`config.mk`:
```
export PLATFORM = sky130hd
export DESIGN_NAME = chmd_fifo
export DESIGN_NICKNAME = d
export VERILOG_FILES = /design/src/rtl/chorus_modulated_delay_top_defines.svh /design/src/rtl/chmd_fifo.sv
export SDC_FILE = /design/constraint.sdc
export NUM_CORES = 1
export LEC_CHECK = 0
export BUFFER_PORTS_ARGS = -buffer_cell sky130_fd_sc_hd__buf_4
export CORE_UTILIZATION = 47
export CTS_CLUSTER_DIAMETER = 80
export DETAILED_ROUTE_END_ITERATION = 8
export GPL_TIMING_DRIVEN = 0
export PLACE_DENSITY_LB_ADDON = 0.15
export SYNTH_ARGS = -nofsm -noshare
export SYNTH_HDL_FRONTEND = slang
export SYNTH_SLANG_ARGS = --single-unit
```
`constraint.sdc`:
```
create_clock -name clk -period 1.8 [get_ports clk]
set_input_delay 0.18 -clock clk [delete_from_list [all_inputs] [get_ports clk]]
set_output_delay 0.18 -clock clk [all_outputs]
set_load 0.005 [all_outputs]
```
`src/rtl/chorus_modulated_delay_top_defines.svh`:
```
// ---------------------------------------------------------------------------
// chorus_modulated_delay_top_defines.svh
// Assertion macros for the chorus delay block.
// ---------------------------------------------------------------------------
`ifndef CHORUS_MODULATED_DELAY_TOP_DEFINES_SVH
`define CHORUS_MODULATED_DELAY_TOP_DEFINES_SVH

// Same-cycle implication, checked outside reset.
`define CHMD_ASSERT_NOW(label, clk, rst_n, ante, cons, msg) \
  label: assert property (@(posedge clk) disable iff (!rst_n) (ante) |-> (cons)) \
    else $error(msg);

// Next-cycle implication, checked at every edge including reset.
`define CHMD_ASSERT_NEXT(label, clk, ante, cons, msg) \
  label: assert property (@(posedge clk) (ante) |=> (cons)) else $error(msg);

`endif

```
`src/rtl/chmd_fifo.sv`:
```
// ---------------------------------------------------------------------------
// chmd_fifo
// Small register queue; head entry shown while not empty.
// ---------------------------------------------------------------------------
module chmd_fifo #(
  parameter int WIDTH = 8,
  parameter int DEPTH = 2
) (
  input  logic             clk,
  input  logic             rst_n,
  input  logic             push,
  input  logic [WIDTH-1:0] push_data,
  output logic             full,
  input  logic             pop,
  output logic [WIDTH-1:0] pop_data,
  output logic             empty
);

  localparam int PTR_W = (DEPTH > 1) ? $clog2(DEPTH) : 1;
  localparam int CNT_W = $clog2(DEPTH + 1);

  logic [WIDTH-1:0] entry_r [DEPTH];
  logic [PTR_W-1:0] wr_ptr_r, rd_ptr_r;
  logic [CNT_W-1:0] count_r;
  logic             do_push, do_pop;

  assign full     = (count_r == CNT_W'(DEPTH));
  assign empty    = (count_r == '0);
  assign do_push  = push && !full;
  assign do_pop   = pop && !empty;
  assign pop_data = entry_r[rd_ptr_r];

  always_ff @(posedge clk) begin
    if (do_push) begin
      entry_r[wr_ptr_r] <= push_data;
    end
  end

  always_ff @(posedge clk) begin
    if (!rst_n) begin
      wr_ptr_r <= '0;
      rd_ptr_r <= '0;
      count_r  <= '0;
    end else begin
      if (do_push) begin
        wr_ptr_r <= (wr_ptr_r == PTR_W'(DEPTH - 1)) ? '0 : wr_ptr_r + 1'b1;
      end
      if (do_pop) begin
        rd_ptr_r <= (rd_ptr_r == PTR_W'(DEPTH - 1)) ? '0 : rd_ptr_r + 1'b1;
      end
      if (do_push && !do_pop) begin
        count_r <= count_r + 1'b1;
      end else if (do_pop && !do_push) begin
        count_r <= count_r - 1'b1;
      end
    end
  end

endmodule

```
==> metrics.md <==
| Metric | Value |
|---|---|
| Via-to-Cell Ratio | 5.22 |
| Root Driver | clkbuf_4 |
| Later-pin clock latency in the skew report | 0.29 ns |
| Min-Delay Path Class | in -> reg |
| DRT iter0 DRCs | 10 |
| Cell area after layout | 0.00101 mm2 |
| Clock Skews | 0.000926 ns |
| Placer congestion estimate | 0.669 |
| Htree depth | 1 |
| Post-Syn Area | 810 um2 |
| Failing checks | design-rule violations |
| Post-CTS Resized | 0 |
| CP Data Required Time | 2.03 ns |
| Final std cells w/o fill | 91 |
| Hold-fix buffers, CTS | 0 |
| Status | complete, but fails checks |
| Syn nets | 63 |
| Die height | 43.5 um |
| CTS Buf Count | 3 |
| Area grow syn2layout | 25.2% |
| Post-DP HPWL | 870 um |
| Sw power | 353 uW |
| Synth warn | 0 |
| Crit share post-route | 87.1% |
| CP Class | reg -> reg |
| Row count | 14 |
| Avg WL per Cell | 12.8 um |
| Diodes inserted | 0 |
| Synth area leaders | edfxtp_1 (59%), dfxtp_1 (12%), mux2_2 (11%) |
| Leading area contributor after synthesis | edfxtp_1 |
| Die width | 43.5 um |
| Crit-path slowest cell | dfxtp_1 |
| # setup viols final | 0 |
| First-pass GRT wire length | 1880 um |
| I/O pin count | 22 |
| Largest net degree at the start of global routing | 12 |
| Slowest stage delay, CP | 0.42 ns |
| Pins Over Slew Limit | 0 |
| Smallest hold slack | 0.0653 ns |
| CP Capture Type | register |
| Register area | 581 um2 |
| Cells after DPL | 87 |
| Fillers | 106 |
| Initial Util | 51.9% |
| CTS tree | done |
| Clk buf depth | 2 |
| Yosys reg bits | 21 |
| Min Tclk post-route | 1.57 ns |
| Total Wirelength | 1170 um |
| Share of cells above drive strength 1 | 46.7% |
| Port Buffers | 21 |
| Buffers & Inverters on Critical Path | 1 |
| DRC | 2 |
| P per Cell Area | 1300 mW/mm2 |
| Area of the multi-input gates | 216 um2 |
| CTS sink cnt | 21 |
| CP arrival | 1.80 ns |
| Worst relative slew slack | 54.8% |
| Gr ovfl total | 0 |
| RSZ-0062 raised after global routing | no |
| Combinational Power Share | 33.8% |
| Pleak | 0.402 nW |
| Syn Area/Cell | 16.2 um2 |
| Setup slack, reg-to-reg | 0.23 ns |
| Number of global-route vias before repair | 447 |
| Clk slew on worst S/H paths | 0.10 ns |
| Critical path peak fanout | 5 |
| PnR worst setup slack | 0.232 ns |
| Overall Power | 1.32 mW |
| Placement Setup Slack | 0.241 ns |
| Max Clk Rate | 638 MHz |
| CP startpoint kind | register |
| Top-area cell type share of the netlist area | 59.4% |
| Maximum vdd drop | 0.878 mV |
| Switching Fraction | 26.7% |
| Critical path's top delay family | simple AND/OR/NAND/NOR gates |
| DIE AREA | 0.00189 mm2 |
| Crit-path cells | nand2b_1 > inv_2 > nor2_1 > ha_1 > or3_1 > a21boi_1 |
| Worst Tran Pin Value | 0.674 ns |
| Clock Power Share | 16.1% |
| Post-CTS Setup Bufs | 0 |
| Dominant synthesized flop cell | edfxtp_1 |
| Routed vias | 475 |
| Final nets | 89 |
| Synth Instances | 50 |
| Gr usage total | 15.2% |
| FFs w/ async S/R, synth | 0% |
| Flop pwr share | 50.1% |
| Post-synth EDFFs | 16 |
| Max-Cap Viols | 0 |
| Placement Cell Area | 987 um2 |
| Fin util | 65.0% |
| Final setup TNS | 0 ns |
| Final Hold Vio Count | 0 |
| Int Pwr | 966 uW |
| Seq/Total Area, Yosys | 71.7% |
| Synth unique cells | 20 |
| Drt first pass iters | 6 |
| DRT antenna net count | 0 |
| Antenna violations before repair | 0 |
| Placeable Area | 0.00156 mm2 |
worst register-to-register path: stages (launching register included):
cell	delay [ns]
dfxtp_1	0.42
nand2b_1	0.18
inv_2	0.06
nor2_1	0.10
ha_1	0.27
or3_1	0.36
a21boi_1	0.13
cells in the final DEF (no fill, tap or decap):
| cell | Yosys | routed |
|---|---|---|
| a21boi_0 | 1 | 1 |
| a21boi_1 | 1 | 1 |
| and2_1 | 3 | 3 |
| and3_1 | 1 | 1 |
| buf_2 | 1 | 1 |
| buf_4 | 0 | 21 |
| clkbuf_1 | 0 | 1 |
| clkbuf_4 | 0 | 3 |
| dfxtp_1 | 5 | 5 |
| edfxtp_1 | 16 | 16 |
| ha_1 | 1 | 1 |
| inv_1 | 1 | 1 |
| inv_2 | 1 | 1 |
| mux2_2 | 8 | 8 |
| nand2b_1 | 1 | 1 |
| nor2_1 | 2 | 2 |
| nor3_2 | 1 | 1 |
| o21a_1 | 1 | 1 |
| o21ai_0 | 1 | 1 |
| o21ai_1 | 1 | 1 |
| or3_1 | 1 | 1 |
| xnor2_1 | 2 | 2 |
| xor2_1 | 1 | 1 |
per-layer routing:
metal | vias to the layer above | wire length [um] | GRT usage, %
met2 | 11 | 655 | 26.7
met5 | - | 0 | 0
li1 | 232 | - | -
met3 | 2 | 46 | 5.00
met4 | 0 | 12 | 11.3
met1 | 230 | 452 | 14.7
final cells by class:
cell class | count | share of cell area [%]
multi-input combinational | 26 | 21.4
clock buffer | 4 | 2.59
inverter | 2 | 0.741
sequential | 21 | 57.3
timing repair buffer | 21 | 15.6
tap | 16 | 1.98
buffer | 1 | 0.494
final timing paths:
| check | from | to | cells past startpoint |
|---|---|---|---|
| worst max-delay path | count_r[0]$_SDFFE_PN0P_ | count_r[1]$_SDFFE_PN0P_ | 6 |
| worst min-delay path | push_data[7] | entry_r[1][7]$_DFFE_PP_ | 1 |
| worst max register to register | count_r[0]$_SDFFE_PN0P_ | count_r[1]$_SDFFE_PN0P_ | 6 |
| worst min register to register | count_r[1]$_SDFFE_PN0P_ | count_r[1]$_SDFFE_PN0P_ | 2 |
synthesized netlist by cell type (2+ instances only):
cell,number
dfxtp_1,5
and2_1,3
mux2_2,8
nor2_1,2
edfxtp_1,16
xnor2_1,2
state kept, by name, indices dropped and copies added (netlist names), named ones only:
| register | count |
|---|---|
| wr_ptr_r | 1 |
| entry_r | 16 |
| rd_ptr_r | 1 |
| count_r | 2 |
cells by family (layout without fill, tap and decap cells):
family	after synthesis	after routing	synth area share, %
muxes	8	8	11.1
xor gates and xnor gates	3	3	3.25
AOI/OAI and AO/OA	5	5	4.02
DFF	21	21	71.7
adders and majority gates	1	1	1.55
and+or+nand+nor	9	9	6.80
buffers and inverters	3	28	1.54
power by group through the flow:
stage	logic, mW	clock network (mW)	registers (mW)
after global placement	0.442	0	0.668
final	0.446	0.213	0.660
after floorplan	0.273	0	0.661
after detailed placement	0.452	0	0.673
after global routing	0.492	0.250	0.668
after CTS	0.454	0.225	0.661
Power figures use the tool's default switching activity.
