**config.mk**
```make
export PLATFORM = sky130hd
export DESIGN_NAME = chmd_front
export DESIGN_NICKNAME = d
export VERILOG_FILES = /design/src/rtl/chorus_modulated_delay_top_defines.svh /design/src/rtl/chmd_pkg.sv /design/src/rtl/chmd_front.sv
export SDC_FILE = /design/constraint.sdc
export NUM_CORES = 1
export LEC_CHECK = 0
export BUFFER_PORTS_ARGS = -buffer_cell sky130_fd_sc_hd__buf_2
export CORE_UTILIZATION = 40
export DETAILED_ROUTE_END_ITERATION = 8
export PLACE_DENSITY = 0.65
export SYNTH_ARGS = -nofsm -noshare
export SYNTH_HDL_FRONTEND = slang
export SYNTH_SLANG_ARGS = --single-unit
```
**constraint.sdc**
```tcl
create_clock -name clk -period 7.28 [get_ports clk]
set_input_delay 1.092 -clock clk [delete_from_list [all_inputs] [get_ports clk]]
set_output_delay 1.092 -clock clk [all_outputs]
set_load 0.05 [all_outputs]
```
**src/rtl/chorus_modulated_delay_top_defines.svh**
```systemverilog
// ---------------------------------------------------------------------------
// chorus_modulated_delay_top_defines.svh
// Assertion macros for the chorus delay block.
// ---------------------------------------------------------------------------
`ifndef CHORUS_MODULATED_DELAY_TOP_DEFINES_SVH
`define CHORUS_MODULATED_DELAY_TOP_DEFINES_SVH

// Same-cycle implication, checked outside reset.
`define CHMD_ASSERT_NOW(label, clk, rst_n, ante, cons, msg) \
  label: assert property (@(posedge clk) disable iff (!rst_n) (ante) |-> (cons)) \
    else $error(msg);

// Next-cycle implication, checked at every edge including reset.
`define CHMD_ASSERT_NEXT(label, clk, ante, cons, msg) \
  label: assert property (@(posedge clk) (ante) |=> (cons)) else $error(msg);

`endif

```
**src/rtl/chmd_pkg.sv**
```systemverilog
// ---------------------------------------------------------------------------
// chmd_pkg
// Shared types and constants of the chorus delay block.
// ---------------------------------------------------------------------------
package chmd_pkg;

  localparam int SAMPLE_W   = 24;
  localparam int PHASE_W    = 32;
  localparam int SWING_W    = 18;
  localparam int SINE_W     = 16;
  localparam int CFG_DATA_W = 32;
  localparam int CFG_IDX_W  = 2;
  localparam int QUEUE_DEPTH = 2;

  typedef logic signed [SAMPLE_W-1:0] sample_t;
  typedef logic [CFG_IDX_W-1:0]       cfg_idx_t;
  typedef logic [CFG_DATA_W-1:0]      cfg_data_t;

  localparam cfg_idx_t CFG_PHASE_STEP = 2'd0;
  localparam cfg_idx_t CFG_SWING      = 2'd1;

  // Base delay of 300 samples, Q8.
  localparam int BASE_DELAY_Q8 = 300 * 256;

  // Sine table generation, Q30.
  localparam longint HALF_PI_Q30 = 64'sd1686629713;
  localparam longint ONE_Q30     = 64'sd1073741824;
  localparam longint TAYLOR_DIV [7] = '{64'sd6, 64'sd20, 64'sd42, 64'sd72,
                                        64'sd110, 64'sd156, 64'sd210};

endpackage

```
**src/rtl/chmd_front.sv**
```systemverilog
// ---------------------------------------------------------------------------
// chmd_front
// Accepts samples, snapshots and advances the channel's oscillator phase,
// write position and fill flag, and queues the work for the back end.
// ---------------------------------------------------------------------------
module chmd_front #(
  parameter int DELAY_LENGTH = 2048
) (
  input  logic                          clk,
  input  logic                          rst_n,
  input  logic                          push,
  input  chmd_pkg::sample_t             sample_in,
  input  logic                          channel,
  input  logic [chmd_pkg::PHASE_W-1:0]  phase_step,
  input  logic                          cmd_full,
  output logic                          cmd_push,
  output logic [chmd_pkg::SAMPLE_W+chmd_pkg::PHASE_W+$clog2(DELAY_LENGTH)+1:0] cmd_data
);
  import chmd_pkg::*;

  localparam int AW = $clog2(DELAY_LENGTH);

  logic [PHASE_W-1:0] phase_r [2];
  logic [AW-1:0]      wi_r    [2];
  logic               wrap_r  [2];
  logic [AW-1:0]      wi_cur;
  logic               wi_last;

  assign cmd_push = push && !cmd_full;
  assign wi_cur   = wi_r[channel];
  assign wi_last  = (wi_cur == AW'(DELAY_LENGTH - 1));
  assign cmd_data = {sample_in, channel, phase_r[channel], wi_cur, wrap_r[channel]};

  always_ff @(posedge clk) begin
    if (!rst_n) begin
      for (int c = 0; c < 2; c++) begin
        phase_r[c] <= '0;
        wi_r[c]    <= '0;
        wrap_r[c]  <= 1'b0;
      end
    end else if (cmd_push) begin
      phase_r[channel] <= phase_r[channel] + phase_step;
      wi_r[channel]    <= wi_last ? '0 : wi_cur + 1'b1;
      if (wi_last) begin
        wrap_r[channel] <= 1'b1;
      end
    end
  end

endmodule

```
==> results by group <==
Routing
  • Post-DRT Antenna Nets: 0
  • Drt first-iter violations: between 300 and 400
  • DR DRC count: 0
  • Final WL: approximately 14 mm
  • DRT Pass-1 Iters: 7
  • DR vias/cell: about 5.5
  • Vias: 4310
  • Wire per inst: 17.2 microns

Hold path
  • Hold depth: 2
  • Type of the most critical hold path: flop to flop

Finish
  • Diodes inserted: 0
  • Area of the multi-input gates: about 2700 sq um
  • Post-synthesis to final-layout area growth: 12.1%
  • Share of layout cells above drive strength 1: 0.251
  • Fillers: 1324
  • Post-layout util: 0.459
  • Nets: 694
  • Register area: approximately 2600 sq um

Timing
  • WHS: approximately 0.47 ns
  • Slew @ Worst Pin: 1.17 ns
  • Slew Limit Fails: 0
  • Minimum clock period: 4.54 ns
  • Endpoints failing hold: 0
  • Max Freq: 220 MHz
  • Clock skew: 0.00475 ns
  • Max-Slew Margin vs Limit: 0.215
  • RSZ-0062 raised after global routing: no
  • Final Cycle Share: 0.624
  • Setup TNS: 0 ns
  • Count of final setup violators: 0

GRT
  • GR Util met1: 0.241
  • M2 GR Usage: 0.304
  • GRT busiest layer: met2
  • Global-route wire length before repair: 20.9 mm
  • GRT overflow: 0
  • Initial antenna violation count: 0
  • GRT met3 Usage: 0.0376
  • Vias in the first global route: approximately 4100
  • Total GRT Usage: 0.186
  • Pin count of the biggest net entering global routing: 45

Worst setup path
  • Worst-path maximum fanout: 44
  • Reg2Reg Depth: 10
  • Critical Path RT: 7.34 ns
  • CP Cell Sequence: buf_2 > mux2_2 > ha_1 > fa_1 > a211oi_1 > o21ai_1 > and3_1 > a211o_1 > a21oi_1 > xor2_1 > nor2_1
  • CP Data Arrival Time: 4.60 ns
  • CP max stage delay: 0.78 ns
  • Setup CP Type: input port to flop
  • Critical path startpoint category: input port
  • Slowest CP cell: buf_2
  • CP endpoint kind: flop

Logic synthesis
  • Post-synthesis cell type count: 56
  • Area share of fa/ha/maj cells after synthesis: 0.0743
  • Top_reg_cell synth: edfxtp_1
  • Top-area cell type share of the netlist area: 0.456
  • Syn Inst Count: 549
  • Post-synthesis compound-gate area fraction: 0.126
  • Proportion of synthesized area in mux cells: 0.0864
  • Yosys top cell by area: edfxtp_1
  • Post-synth ARST share: 0
  • Syn avg cell area: 10.3 sq um
  • XOR/XNOR Fraction of Synth Area: 0.0526
  • FF+latch count, synth: 88
  • Main combinational cell family by area after synthesis: simple AND/OR/NAND/NOR gates
  • Seq/Total Area, Yosys: 0.463
  • Synth Net Count: between 600 and 700
  • Number of flops mapped to enable cells by yosys: 86
  • Simple-gate portion of the synthesized area: 0.141
  • Synth warn: 0
  • Synth area leaders: edfxtp_1 (46%), mux2_2 (7.8%), ha_1 (7.1%)
  • Cell Area, Synth: ~5700 sq um

Pwr
  • Pleak: around 2.6 nW
  • Peak VDD IR: 0.148 mV
  • Pwr dens: 228 nW/um^2
  • Total power: 1.45 mW

Clock tree
  • Root buffer cell: clkbuf_16
  • Setup Fix Bufs, Post-CTS: 0
  • Clock Latency Late Sink: 0.34 ns
  • TritonCTS clock tree: done
  • Hold-fix buffers, CTS: 0
  • Clock Path Buffers: 2
  • CTS Sinks: 88
  • CTS Buf Count: 9
  • Cts repair resizes: 0
  • H-Tree Depth: 3
  • Clock transition at path regs: approximately 0.060 ns

Floorplanning
  • Placeable core area: 13800 sq um
  • # IOs: 131
  • Die Footprint: 14600 sq um
  • Die extent in y: 121 microns
  • Rows: 43
  • Initial core utilization: 0.409
  • Die X: 121 microns

Job
  • Max-Cap Viols: 0

Placement
  • DPL Wire Length: 9.53 mm
  • Global placer's final weighted congestion: 0.919
  • I/O Buffers: between 80 and 90

Status
  • Status: finished clean
-- cell usage after synthesis, types with 4 or more instances --
cell type / count
ha_1: 32
xnor2_1: 19
nand4_1: 9
nand3_1: 4
inv_1: 14
nor2b_1: 4
a21o_1: 11
clkbuf_1: 10
nor3_1: 5
nand2_1: 36
nor2_1: 102
xor2_1: 15
o21ai_0: 24
mux2_2: 39
edfxtp_1: 86
buf_2: 8
a31oi_1: 9
buf_4: 25
and2_1: 4
a21oi_1: 38
mux2i_1: 5
-- power by group --
part / switching, mW / internal (mW) / leakage, nW / total [mW]
clock: 0.205 / 0.268 / 0.139 / 0.473
sequential: 0.00722 / 0.586 / 0.911 / 0.593
combinational: 0.258 / 0.123 / 1.59 / 0.381
-- final timing paths --
kind | start | to | slack (ns)
worst max-delay path | channel | phase_r[0][24] | 2.74
worst min-delay path | wrap_r[1] | wrap_r[1] | 0.47
worst max register to register | phase_r[0][0] | phase_r[0][24] | 4.09
worst min register to register | wrap_r[1] | wrap_r[1] | 0.47
-- sequential cells by signal, indices dropped and copies added, names as in the netlist --
name,flops
phase_r,64
wi_r,22
wrap_r,2
-- cells by family after synthesis --
| logic type | after synthesis |
|---|---|
| AOI/OAI and AO/OA | 110 |
| xor gates and xnor gates | 34 |
| adders and majority gates | 33 |
| buffers and inverters | 58 |
| DFF | 88 |
| muxes | 44 |
| and+or+nand+nor | 182 |
-- worst max-delay path, delay by kind of cell --
family                   cells  cell delay, ns
XOR/XNOR                     1            0.25
AO/OA/AOI/OAI                4            1.00
AND/OR/NAND/NOR              2            0.34
buffers and inverters        1            0.78
multiplexers                 1            0.45
adder cells (fa/ha/maj)      2            0.67
-- cell type report --
type / instances / share of cell area
Tap cell: 180 / 0.0355
Clock buffer: 10 / 0.0361
Inverter: 14 / 0.00828
Multi-Input combinational cell: 403 / 0.429
Clock inverter: 6 / 0.0106
Timing Repair Buffer: 84 / 0.0670
Sequential cell: 88 / 0.413
-- through the flow --
step / worst slack (ns) / cells / cell area (sq um)
after global routing: 2.50 / 785 / 6350
after detailed placement: 2.38 / 769 / 6050
after floorplan: 2.70 / 549 / 5660
after CTS: 2.71 / 785 / 6350
after global placement: 2.41 / 769 / 6050
final: 2.74 / 785 / 6350
-- placed cells by master, fill, tap and decap left out, types with 4 or more instances in the layout --
cell	count
a21o_1	11
a21oi_1	38
a31oi_1	9
and2_1	4
buf_2	82
clkbuf_16	9
edfxtp_1	86
ha_1	32
inv_1	14
mux2_2	39
mux2i_1	5
nand2_1	34
nand4_1	9
nor2_1	102
nor2b_1	4
nor3_1	5
o21ai_0	24
xnor2_1	19
xor2_1	15
-- metal layers --
metal,part of all wire,vias to the layer above
li1,-,2071
met1,0.46,2050
met2,0.46,157
met3,0.065,32
met4,0.021,0
met5,0,-
Power figures use the tool's default switching activity.
